--- src/msrcd_pkg.sv ---
`timescale 1ns / 1ps

package msrcd_pkg;

   // command codes
   localparam logic [2:0] CMD_CREATE  = 3'd0;
   localparam logic [2:0] CMD_WRITE   = 3'd1;
   localparam logic [2:0] CMD_READ    = 3'd2;
   localparam logic [2:0] CMD_SEARCH  = 3'd3;
   localparam logic [2:0] CMD_DEL_ROW = 3'd4;
   localparam logic [2:0] CMD_DEL_COL = 3'd5;

   // result status codes
   localparam logic [2:0] ST_OK        = 3'd0;
   localparam logic [2:0] ST_BAD_DIM   = 3'd1;
   localparam logic [2:0] ST_BAD_POS   = 3'd2;
   localparam logic [2:0] ST_EMPTY     = 3'd3;
   localparam logic [2:0] ST_NOT_FOUND = 3'd4;

   // most results one read-all or search may emit
   localparam int RESULT_CAP = 64;
   localparam int CNT_WIDTH  = 7;

   typedef enum logic [1:0] {
      S_IDLE,
      S_SCAN,
      S_MOVE
   } state_type;

   typedef struct packed {
      logic [2:0]         cmd;
      logic [3:0]         row_arg;
      logic [3:0]         col_arg;
      logic signed [31:0] data_in;
   } req_type;

   typedef struct packed {
      logic [2:0]         status;
      logic [2:0]         row_out;
      logic [2:0]         col_out;
      logic signed [31:0] data_out;
      logic               last;
   } rsp_type;

   // cell memory port controls
   typedef struct packed {
      logic rd_en;
      logic wr_en;
   } mem_ctl_type;

endpackage

--- src/msrcd_if.sv ---
`timescale 1ns / 1ps

// command channel
interface msrcd_req_if
   import msrcd_pkg::*;
();
   logic    valid;
   logic    ready;
   req_type payload;

   modport source (output valid, output payload, input ready);
   modport sink (input valid, input payload, output ready);
endinterface

// result channel
interface msrcd_rsp_if
   import msrcd_pkg::*;
();
   logic    valid;
   logic    ready;
   rsp_type payload;

   modport source (output valid, output payload, input ready);
   modport sink (input valid, input payload, output ready);
endinterface

--- src/msrcd_cells.sv ---
`timescale 1ns / 1ps

// Cell store: one write port, one registered read port.
// A per-entry valid bit makes never-written cells read as zero after reset.
module msrcd_cells
   import msrcd_pkg::*;
#(
   parameter int DEPTH      = 64,
   parameter int ADDR_WIDTH = 6,
   parameter int DATA_WIDTH = 32
) (
   input  logic                  clock,
   input  logic                  reset,
   input  mem_ctl_type           ctl,
   input  logic [ADDR_WIDTH-1:0] rd_addr,
   input  logic [ADDR_WIDTH-1:0] wr_addr,
   input  logic [DATA_WIDTH-1:0] wr_data,
   output logic [DATA_WIDTH-1:0] rd_data
);

   logic [DATA_WIDTH-1:0] mem [DEPTH];
   logic [DEPTH-1:0]      valid_ff;
   logic [DATA_WIDTH-1:0] rd_data_ff;
   logic                  rd_vld_ff;

   // storage array
   always_ff @(posedge clock) begin
      if (ctl.wr_en) begin
         mem[wr_addr] <= wr_data;
      end
   end

   // written-entry flags
   always_ff @(posedge clock) begin
      if (reset) begin
         valid_ff <= '0;
      end else if (ctl.wr_en) begin
         valid_ff[wr_addr] <= 1'b1;
      end
   end

   // registered read
   always_ff @(posedge clock) begin
      if (ctl.rd_en) begin
         rd_data_ff <= mem[rd_addr];
         rd_vld_ff  <= valid_ff[rd_addr];
      end
   end

   assign rd_data = rd_vld_ff ? rd_data_ff : '0;

endmodule

--- src/matrix_store_row_col_delete_top.sv ---
`timescale 1ns / 1ps

// Channel | Dir | Handshake     | Payload
// req_ch  | in  | valid / ready | cmd, row_arg, col_arg, data_in
// rsp_ch  | out | valid / ready | status, row_out, col_out, data_out, last
//
// Status-only commands (create, write, rejects, deletes that move no cell): the result is
// registered in the hold stage, then in the output register that drives rsp_ch.
// Read all / search walk one cell per cycle, up to the result cap, while rsp_ch does not
// stall them; delete row moves each later row up, delete column each later column left.
// Reset clears all written-cell flags. A stalled rsp_ch holds a read or search walk; a new
// item is taken once the walk is done and the hold stage has emptied to the output register.
module matrix_store_row_col_delete_top
   import msrcd_pkg::*;
#(
   parameter int ROW_MAX    = 8,
   parameter int COL_MAX    = 8,
   parameter int DATA_WIDTH = 32
) (
   input  logic        clock,
   input  logic        reset,
   msrcd_req_if.sink   req_ch,
   msrcd_rsp_if.source rsp_ch
);

   localparam int CELLS = ROW_MAX * COL_MAX;
   localparam int AW    = (CELLS > 1) ? $clog2(CELLS) : 1;

   // row-major address at a fixed stride of COL_MAX
   function automatic logic [AW-1:0] addr_of(input logic [4:0] r, input logic [4:0] c);
      logic [9:0] full;
      full = 10'(r) * 10'(COL_MAX) + 10'(c);
      return full[AW-1:0];
   endfunction

   // source cell of a walk step
   function automatic logic [AW-1:0] src_addr(input logic [2:0] mode,
                                              input logic [3:0] a, input logic [3:0] b);
      logic [4:0] a1;
      logic [AW-1:0] res;
      a1 = {1'b0, a} + 5'd1;
      case (mode)
         CMD_DEL_ROW: res = addr_of(a1, {1'b0, b});
         CMD_DEL_COL: res = addr_of({1'b0, b}, a1);
         default:     res = addr_of({1'b0, a}, {1'b0, b});
      endcase
      return res;
   endfunction

   // destination cell of a delete step
   function automatic logic [AW-1:0] dst_addr(input logic [2:0] mode,
                                              input logic [3:0] a, input logic [3:0] b);
      logic [AW-1:0] res;
      case (mode)
         CMD_DEL_COL: res = addr_of({1'b0, b}, {1'b0, a});
         default:     res = addr_of({1'b0, a}, {1'b0, b});
      endcase
      return res;
   endfunction

   state_type             state_ff, state_in;
   logic [2:0]            mode_ff, mode_in;
   logic [DATA_WIDTH-1:0] key_ff, key_in;
   logic [3:0]            pos_a_ff, pos_a_in;
   logic [3:0]            pos_b_ff, pos_b_in;
   logic [3:0]            lim_a_ff, lim_a_in;
   logic [3:0]            lim_b_ff, lim_b_in;
   logic [CNT_WIDTH-1:0]  n_ff, n_in;
   logic [3:0]            row_cnt_ff, row_cnt_in;
   logic [3:0]            col_cnt_ff, col_cnt_in;
   logic                  pend_valid_ff, pend_valid_in;
   rsp_type               pend_ff, pend_in;
   logic                  rsp_valid_ff, rsp_valid_in;
   rsp_type               rsp_ff, rsp_in;

   mem_ctl_type           mem_ctl;
   logic [AW-1:0]         mem_rd_addr;
   logic [AW-1:0]         mem_wr_addr;
   logic [DATA_WIDTH-1:0] mem_wr_data;
   logic [DATA_WIDTH-1:0] mem_rd_data;

   req_type               req;
   logic                  req_ready;
   logic                  accept;
   logic                  out_free;
   logic [63:0]           key_ext;
   logic [63:0]           cell_ext;
   logic [4:0]            a_nxt, b_nxt;
   logic [3:0]            a_next, b_next;
   logic                  walk_end;
   logic                  hit, stall, fin, cand_take, push;
   logic                  create_bad, pos_bad, row_moves, col_moves;
   logic                  start_scan, start_move;

   msrcd_cells #(
      .DEPTH      (CELLS),
      .ADDR_WIDTH (AW),
      .DATA_WIDTH (DATA_WIDTH)
   ) u_cells (
      .clock   (clock),
      .reset   (reset),
      .ctl     (mem_ctl),
      .rd_addr (mem_rd_addr),
      .wr_addr (mem_wr_addr),
      .wr_data (mem_wr_data),
      .rd_data (mem_rd_data)
   );

   // handshake
   assign req        = req_ch.payload;
   assign out_free   = !rsp_valid_ff || rsp_ch.ready;
   assign req_ready  = (state_ff == S_IDLE) && !pend_valid_ff;
   assign accept     = req_ch.valid && req_ready;
   assign req_ch.ready   = req_ready;
   assign rsp_ch.valid   = rsp_valid_ff;
   assign rsp_ch.payload = rsp_ff;

   // operand sizing
   assign key_ext  = 64'(req.data_in);
   assign cell_ext = 64'(mem_rd_data);

   // command decode
   assign create_bad = (req.row_arg == 4'd0) || ({1'b0, req.row_arg} > 5'(ROW_MAX)) ||
                       (req.col_arg == 4'd0) || ({1'b0, req.col_arg} > 5'(COL_MAX));
   always_comb begin
      case (req.cmd)
         CMD_WRITE:   pos_bad = (req.row_arg >= row_cnt_ff) || (req.col_arg >= col_cnt_ff);
         CMD_DEL_ROW: pos_bad = req.row_arg >= row_cnt_ff;
         CMD_DEL_COL: pos_bad = req.col_arg >= col_cnt_ff;
         default:     pos_bad = 1'b0;
      endcase
   end
   assign row_moves = ({1'b0, req.row_arg} + 5'd1 < {1'b0, row_cnt_ff}) &&
                      (col_cnt_ff != 4'd0);
   assign col_moves = ({1'b0, req.col_arg} + 5'd1 < {1'b0, col_cnt_ff}) &&
                      (row_cnt_ff != 4'd0);
   assign start_scan = accept && ((req.cmd == CMD_READ) || (req.cmd == CMD_SEARCH)) &&
                       (row_cnt_ff != 4'd0) && (col_cnt_ff != 4'd0);
   assign start_move = accept && !pos_bad &&
                       (((req.cmd == CMD_DEL_ROW) && row_moves) ||
                        ((req.cmd == CMD_DEL_COL) && col_moves));

   // walk position stepping: outer index a, inner index b
   assign a_nxt    = {1'b0, pos_a_ff} + 5'd1;
   assign b_nxt    = {1'b0, pos_b_ff} + 5'd1;
   assign walk_end = (b_nxt >= {1'b0, lim_b_ff}) && (a_nxt >= {1'b0, lim_a_ff});
   assign a_next   = (b_nxt >= {1'b0, lim_b_ff}) ? a_nxt[3:0] : pos_a_ff;
   assign b_next   = (b_nxt >= {1'b0, lim_b_ff}) ? 4'd0 : b_nxt[3:0];

   // scan evaluation of the cell just read
   assign hit       = (state_ff == S_SCAN) && ((mode_ff == CMD_READ) || (mem_rd_data == key_ff));
   assign stall     = hit && pend_valid_ff && !out_free;
   assign cand_take = hit && !stall;
   assign fin       = walk_end || (hit && (n_ff == CNT_WIDTH'(RESULT_CAP - 1)));

   // hold stage moves on when its item is known final or a newer match replaces it
   assign push = pend_valid_ff && out_free && (pend_ff.last || cand_take);

   // next state
   always_comb begin
      state_in = state_ff;
      case (state_ff)
         S_IDLE: begin
            if (start_scan) begin
               state_in = S_SCAN;
            end else if (start_move) begin
               state_in = S_MOVE;
            end
         end
         S_SCAN: begin
            if (!stall && fin) begin
               state_in = S_IDLE;
            end
         end
         S_MOVE: begin
            if (walk_end) begin
               state_in = S_IDLE;
            end
         end
         default: state_in = S_IDLE;
      endcase
   end

   // datapath and outputs
   always_comb begin
      mode_in       = mode_ff;
      key_in        = key_ff;
      pos_a_in      = pos_a_ff;
      pos_b_in      = pos_b_ff;
      lim_a_in      = lim_a_ff;
      lim_b_in      = lim_b_ff;
      n_in          = n_ff;
      row_cnt_in    = row_cnt_ff;
      col_cnt_in    = col_cnt_ff;
      pend_valid_in = pend_valid_ff;
      pend_in       = pend_ff;
      rsp_valid_in  = rsp_valid_ff;
      rsp_in        = rsp_ff;
      mem_ctl       = '0;
      mem_rd_addr   = src_addr(mode_ff, a_next, b_next);
      mem_wr_addr   = dst_addr(mode_ff, pos_a_ff, pos_b_ff);
      mem_wr_data   = mem_rd_data;

      // output register
      if (rsp_valid_ff && rsp_ch.ready) begin
         rsp_valid_in = 1'b0;
      end
      if (push) begin
         rsp_valid_in  = 1'b1;
         rsp_in        = pend_ff;
         pend_valid_in = 1'b0;
      end

      case (state_ff)
         S_IDLE: begin
            if (accept) begin
               mode_in = req.cmd;
               key_in  = key_ext[DATA_WIDTH-1:0];
               n_in    = '0;
               // status-only result by default; walks overwrite below
               pend_in.status   = ST_OK;
               pend_in.row_out  = 3'd0;
               pend_in.col_out  = 3'd0;
               pend_in.data_out = '0;
               pend_in.last     = 1'b1;
               case (req.cmd)
                  CMD_CREATE: begin
                     pend_valid_in = 1'b1;
                     if (create_bad) begin
                        pend_in.status = ST_BAD_DIM;
                        row_cnt_in     = 4'd0;
                        col_cnt_in     = 4'd0;
                     end else begin
                        row_cnt_in = req.row_arg;
                        col_cnt_in = req.col_arg;
                     end
                  end
                  CMD_WRITE: begin
                     pend_valid_in = 1'b1;
                     if (pos_bad) begin
                        pend_in.status = ST_BAD_POS;
                     end else begin
                        mem_ctl.wr_en = 1'b1;
                        mem_wr_addr   = addr_of({1'b0, req.row_arg}, {1'b0, req.col_arg});
                        mem_wr_data   = key_ext[DATA_WIDTH-1:0];
                     end
                  end
                  CMD_READ, CMD_SEARCH: begin
                     if (start_scan) begin
                        pos_a_in      = 4'd0;
                        pos_b_in      = 4'd0;
                        lim_a_in      = row_cnt_ff;
                        lim_b_in      = col_cnt_ff;
                        mem_ctl.rd_en = 1'b1;
                        mem_rd_addr   = addr_of(5'd0, 5'd0);
                     end else begin
                        pend_valid_in  = 1'b1;
                        pend_in.status = (req.cmd == CMD_READ) ? ST_EMPTY : ST_NOT_FOUND;
                     end
                  end
                  CMD_DEL_ROW: begin
                     pend_valid_in = 1'b1;
                     if (pos_bad) begin
                        pend_in.status = ST_BAD_POS;
                     end else if (row_moves) begin
                        pos_a_in      = req.row_arg;
                        pos_b_in      = 4'd0;
                        lim_a_in      = row_cnt_ff - 4'd1;
                        lim_b_in      = col_cnt_ff;
                        mem_ctl.rd_en = 1'b1;
                        mem_rd_addr   = src_addr(CMD_DEL_ROW, req.row_arg, 4'd0);
                     end else begin
                        row_cnt_in = row_cnt_ff - 4'd1;
                     end
                  end
                  CMD_DEL_COL: begin
                     pend_valid_in = 1'b1;
                     if (pos_bad) begin
                        pend_in.status = ST_BAD_POS;
                     end else if (col_moves) begin
                        pos_a_in      = req.col_arg;
                        pos_b_in      = 4'd0;
                        lim_a_in      = col_cnt_ff - 4'd1;
                        lim_b_in      = row_cnt_ff;
                        mem_ctl.rd_en = 1'b1;
                        mem_rd_addr   = src_addr(CMD_DEL_COL, req.col_arg, 4'd0);
                     end else begin
                        col_cnt_in = col_cnt_ff - 4'd1;
                     end
                  end
                  default: begin
                     // unused codes: no result
                  end
               endcase
            end
         end

         S_SCAN: begin
            if (!stall) begin
               if (hit) begin
                  pend_valid_in    = 1'b1;
                  pend_in.status   = ST_OK;
                  pend_in.row_out  = pos_a_ff[2:0];
                  pend_in.col_out  = pos_b_ff[2:0];
                  pend_in.data_out = cell_ext[31:0];
                  pend_in.last     = fin;
                  n_in             = n_ff + CNT_WIDTH'(1);
               end else if (fin) begin
                  if (pend_valid_ff) begin
                     pend_in.last = 1'b1;
                  end else begin
                     pend_valid_in    = 1'b1;
                     pend_in.status   = ST_NOT_FOUND;
                     pend_in.row_out  = 3'd0;
                     pend_in.col_out  = 3'd0;
                     pend_in.data_out = '0;
                     pend_in.last     = 1'b1;
                  end
               end
               if (!fin) begin
                  pos_a_in      = a_next;
                  pos_b_in      = b_next;
                  mem_ctl.rd_en = 1'b1;
               end
            end
         end

         S_MOVE: begin
            // write the cell read last cycle, read the next source
            mem_ctl.wr_en = 1'b1;
            if (walk_end) begin
               if (mode_ff == CMD_DEL_ROW) begin
                  row_cnt_in = row_cnt_ff - 4'd1;
               end else begin
                  col_cnt_in = col_cnt_ff - 4'd1;
               end
            end else begin
               pos_a_in      = a_next;
               pos_b_in      = b_next;
               mem_ctl.rd_en = 1'b1;
            end
         end

         default: begin
         end
      endcase
   end

   // control registers
   always_ff @(posedge clock) begin
      if (reset) begin
         state_ff      <= S_IDLE;
         row_cnt_ff    <= 4'd0;
         col_cnt_ff    <= 4'd0;
         pend_valid_ff <= 1'b0;
         rsp_valid_ff  <= 1'b0;
         n_ff          <= '0;
      end else begin
         state_ff      <= state_in;
         row_cnt_ff    <= row_cnt_in;
         col_cnt_ff    <= col_cnt_in;
         pend_valid_ff <= pend_valid_in;
         rsp_valid_ff  <= rsp_valid_in;
         n_ff          <= n_in;
      end
   end

   // payload registers
   always_ff @(posedge clock) begin
      mode_ff  <= mode_in;
      key_ff   <= key_in;
      pos_a_ff <= pos_a_in;
      pos_b_ff <= pos_b_in;
      lim_a_ff <= lim_a_in;
      lim_b_ff <= lim_b_in;
      pend_ff  <= pend_in;
      rsp_ff   <= rsp_in;
   end

endmodule

--- src/flat_wrapper.sv ---
// flat-port wrapper written by rule: the top's interface ports become plain ports
module matrix_store_row_col_delete_top_flat import msrcd_pkg::*;
#(
   parameter int ROW_MAX    = 8,
   parameter int COL_MAX    = 8,
   parameter int DATA_WIDTH = 32
)
  (clock, reset, req_ch_valid, req_ch_payload, req_ch_ready, rsp_ch_valid, rsp_ch_payload, rsp_ch_ready);
  msrcd_req_if req_ch_i ();
  msrcd_rsp_if rsp_ch_i ();
  input  logic clock;
  input  logic reset;
  input wire logic [$bits(req_ch_i.valid)-1:0] req_ch_valid;
  input wire logic [$bits(req_ch_i.payload)-1:0] req_ch_payload;
  output wire logic [$bits(req_ch_i.ready)-1:0] req_ch_ready;
  output wire logic [$bits(rsp_ch_i.valid)-1:0] rsp_ch_valid;
  output wire logic [$bits(rsp_ch_i.payload)-1:0] rsp_ch_payload;
  input wire logic [$bits(rsp_ch_i.ready)-1:0] rsp_ch_ready;
  assign req_ch_i.valid = req_ch_valid;
  assign req_ch_i.payload = req_ch_payload;
  assign req_ch_ready = req_ch_i.ready;
  assign rsp_ch_valid = rsp_ch_i.valid;
  assign rsp_ch_payload = rsp_ch_i.payload;
  assign rsp_ch_i.ready = rsp_ch_ready;
  matrix_store_row_col_delete_top #(.ROW_MAX(ROW_MAX), .COL_MAX(COL_MAX), .DATA_WIDTH(DATA_WIDTH)) u_core (.clock(clock), .reset(reset), .req_ch(req_ch_i), .rsp_ch(rsp_ch_i));
endmodule
--- config.mk ---
export PLATFORM = sky130hd
export DESIGN_NAME = matrix_store_row_col_delete_top_flat
export DESIGN_NICKNAME = d
export VERILOG_FILES = /design/src/msrcd_pkg.sv /design/src/msrcd_if.sv /design/src/msrcd_cells.sv /design/src/matrix_store_row_col_delete_top.sv /design/src/flat_wrapper.sv
export SDC_FILE = /design/constraint.sdc
export NUM_CORES = 2
export LEC_CHECK = 0
export BUFFER_PORTS_ARGS = -buffer_cell sky130_fd_sc_hd__buf_2
export CELL_PAD_IN_SITES_DETAIL_PLACEMENT = 0
export CELL_PAD_IN_SITES_GLOBAL_PLACEMENT = 1
export CORE_AREA = 2 2 438 483
export CTS_CLUSTER_DIAMETER = 50
export DETAILED_ROUTE_END_ITERATION = 16
export DIE_AREA = 0 0 440 485
export GPL_TIMING_DRIVEN = 0
export PLACE_DENSITY = 0.68
export SYNTH_ARGS = -nofsm -noshare
export SYNTH_HDL_FRONTEND = slang
export SYNTH_SLANG_ARGS = --single-unit
--- constraint.sdc ---
create_clock -name clock -period 7.1 [get_ports clock]
set_input_delay 1.775 -clock clock [delete_from_list [all_inputs] [get_ports clock]]
set_output_delay 1.775 -clock clock [all_outputs]
set_load 0.01 [all_outputs]
==> run metrics <==
layout cell share with drive strength beyond 1=13.56%; crit path buf inv count=5; Synth area leaders=edfxtp_1 (71%), a211o_1 (4.7%), a211oi_1 (4.0%), and3_1 (3.4%), a21oi_1 (3.2%); CTS buffer count=227; syn_area_per_cell=14.35 um2; kind of critical path=input port to register; CTS max path bufs=3; critical path's slowest cell=buf_2; P per Cell Area=306.0 nW/um2; port bufs=89; worst hold path type=register to register; clk_skew=64.68 ps; CTS Hold Bufs=0; post-synth cell types=73; Final #Nets=7,068; Post-synth EDFFs=2,216; Leakage=35.78 nW; final worst setup slack=-204.9 ps; r2r setup slk=10 ps; Synth async-reset ratio=0%; Synth Net Count=6,599; final setup vio count=24; Design Power=33.59 mW; CTS tree=built; synth warn=0; grt met3 use=13.10%; final core utilization=52.63%; residual DRC count=0; largest net degree at the start of global routing=65; worst hold start=u_core.pend_ff[11]; GRT busiest layer=met2; core area=208,500 um2; critical path's most frequent cell=a21oi_1; H-Tree Depth=4; Synth top area share=71.32%; area of the multi-input gates=24,190 um2; maximum vdd drop=321.3 uV; Slew @ Worst Pin=1622 ps; post-route minimum period=7305 ps; drt initial violations=12,810; RSZ-0062 raised after global routing=true; status=finished with violations; clock latency on the worst-skew pair=930 ps; fillers=17,120; fin. max-slew vios=11; die height=485 um; count leader, synth=edfxtp_1; synthesized cell area=93,300 um2; Post-synth top cells=edfxtp_1 (2,216), nand2_1 (675), a21oi_1 (592); register area=68,210 um2; slowest stage delay, CP=750 ps; maximum fanout along the worst path=10; gr ovfl total=0; fmax=136.9 MHz; I/O pin count=91; DIE AREA=213,400 um2; period utilization=102.9%; dpl hpwl=282,100 um; per-cell routed wire length=40.55 um; Synth area leader=edfxtp_1; Top FF cell, synth=edfxtp_1; vias per cell=6.822; Syn Inst Count=6,500; failing checks=max-capacitance violations, max-slew violations, negative setup slack; CP arrival=8010 ps; global-route usage over all layers=37.08%; CTS Root Cell=clkbuf_16; Seq/Total Area, Yosys=73.10%; vias in the first global route=62,160; met2 Usage GRT=53.12%; CP endpoint kind=register; launch point of the worst reg-to-reg path=u_core.pos_b_ff[0]; worst-path cell chain=buf_2 > clkbuf_1 > xor2_1 > ha_1 > a21oi_1 > o21ai_0 > a21oi_1 > o21ba_2 > a21oi_1 > nor2_1 > buf_2 > clkbuf_2 > clkbuf_1 > a21oi_1 > a211o_1 > a41oi_1 > or4_1; die width=440 um; Startpoint Class=input port; number of routed nets with antenna violations=0; Setup crit start=req_ch_payload[38]; global placer's final weighted congestion=0.9646; initial antenna violation count=53; row cnt=176; # clock sinks=2,299; Top Family by Delay on Critical Path=buffers and inverters; area delta synth->final=17.63%; via count=67,900; Initial Util=44.74%; first-pass GRT wire length=534,800 um; Synth Register Bits=2,299; clock slew at reported path FFs=70 ps; First-pass DRT Iterations=8; Req. time, crit path=7810 ps; Slew Limit Headroom=-8.166%; total wire length=403,600 um; maxcap violations=1; final hold violations=0; GR Util met1=46.35%
placed cells by master, fill, tap and decap left out, types with 65 or more instances in the layout:
cell	Yosys	layout
clkbuf_2	1	67
edfxtp_1	2216	2216
a211oi_1	502	500
and3_1	505	505
clkbuf_1	359	336
nor2_4	0	65
nand2_1	675	644
clkbuf_16	0	228
dfxtp_1	83	83
a21oi_1	592	590
a41oi_1	132	74
buf_2	86	174
nor2_1	258	193
a211o_1	496	495
buf_12	0	101
registers in the layout (all words and copies together) (netlist names):
signal and count:
u_core.pend_ff 42, u_core.lim_b_ff 4, u_core.pos_a_ff 4, u_core.pend_valid_ff 1
u_core.state_ff 2, u_core.u_cells.rd_data_ff 32, u_core.key_ff 32, u_core.rsp_ch.valid 1
u_core.row_cnt_ff 4, u_core.u_cells.valid_ff 64, u_core.mode_ff 3, u_core.col_cnt_ff 4
u_core.pos_b_ff 4, u_core.n_ff 7, u_core.u_cells.mem 2048, u_core.lim_a_ff 4
u_core.rsp_ch.payload 42, u_core.u_cells.rd_vld_ff 1
repair_timing:
item / in CTS / in global routing
endpoints found under the setup margin: 33 / 33
gates resized for setup: 124 / 104
buffers inserted: 0 / 0
kinds of logic (layout without fill, tap and decap cells):
group           count (synthesis)  after routing  synth area share, %
compound gates               1899           1899                14.59
simple gates                 1635           1635                8.532
xor+xnor                       42             42               0.4238
fa+ha+maj                      52             52               0.7054
other cells                     0             30                    0
mux                            11             11               0.1207
flops                        2299           2299                73.10
buf+inv                       562           1225                2.527
final cells by class:
type                    instances  share of cell area (%)
flip-flops and latches       2299                   62.15
multi-input cells            3639                   22.04
clock buffers                 291                   5.514
repair buffers                242                   3.534
well taps                    2759                   3.145
plain buffers                 519                   2.157
clock inverters               132                   1.251
inverters                      41                  0.1402
diodes                         30                 0.06840
per-layer routing:
layer	wire length (um)	part of all wire, %
met3	58720	15
met5	250	0.062
met4	36020	8.9
met1	138500	34
met2	170100	42
power breakdown:
| group | switching, mW | leakage, nW | total (mW) | internal, mW |
|---|---|---|---|---|
| Combinational | 4.86 | 11.2 | 6.38 | 1.52 |
| Sequential | 0.0420 | 20.9 | 15.0 | 14.9 |
| Clock | 5.42 | 3.60 | 12.2 | 6.80 |
| Total | 10.3 | 35.8 | 33.6 | 23.3 |
worst reg2reg max path, stage by stage, from the launching register on:
cell and delay (ps):
edfxtp_1 560, ha_1 420, ha_1 300, a2111oi_1 470
o21a_2 330, clkbuf_2 260, mux2_2 420, ha_1 280
inv_1 90, nor2_1 50, a31oi_1 200, a21o_2 290
and2_1 160, buf_2 250, buf_2 520, clkbuf_1 760
a21oi_1 80, a221o_1 400, a41oi_1 800, or4_1 310
final timing paths:
kind | to | depth (start not counted)
setup / recovery | u_core.u_cells.rd_data_ff[26] | 17
hold / removal | u_core.rsp_ch.payload[11] | 0
setup reg to reg | u_core.u_cells.rd_data_ff[1] | 19
hold reg to reg | u_core.rsp_ch.payload[11] | 0
through the flow:
| stage | area, um2 | setup WS [ps] | hold WS [ps] | setup TNS, ps | std cells |
|---|---|---|---|---|---|
| 6_report | 109800 | -204.9 | 419.3 | -2724 | 9952 |
| 2_1_floorplan | 93300 | 1113 | 400.3 | 0 | 6500 |
| 3_3_place_gp | 97200 | -4736 | 400.4 | -6224020 | 9348 |
| 3_5_place_dp | 101400 | -1683 | 404.5 | -44290 | 9501 |
| 5_1_grt | 109700 | -84.35 | 425.1 | -169.7 | 9933 |
| 4_1_cts | 109400 | 0.3011 | 420.0 | 0 | 9923 |
(Power assumes the default switching activity.)
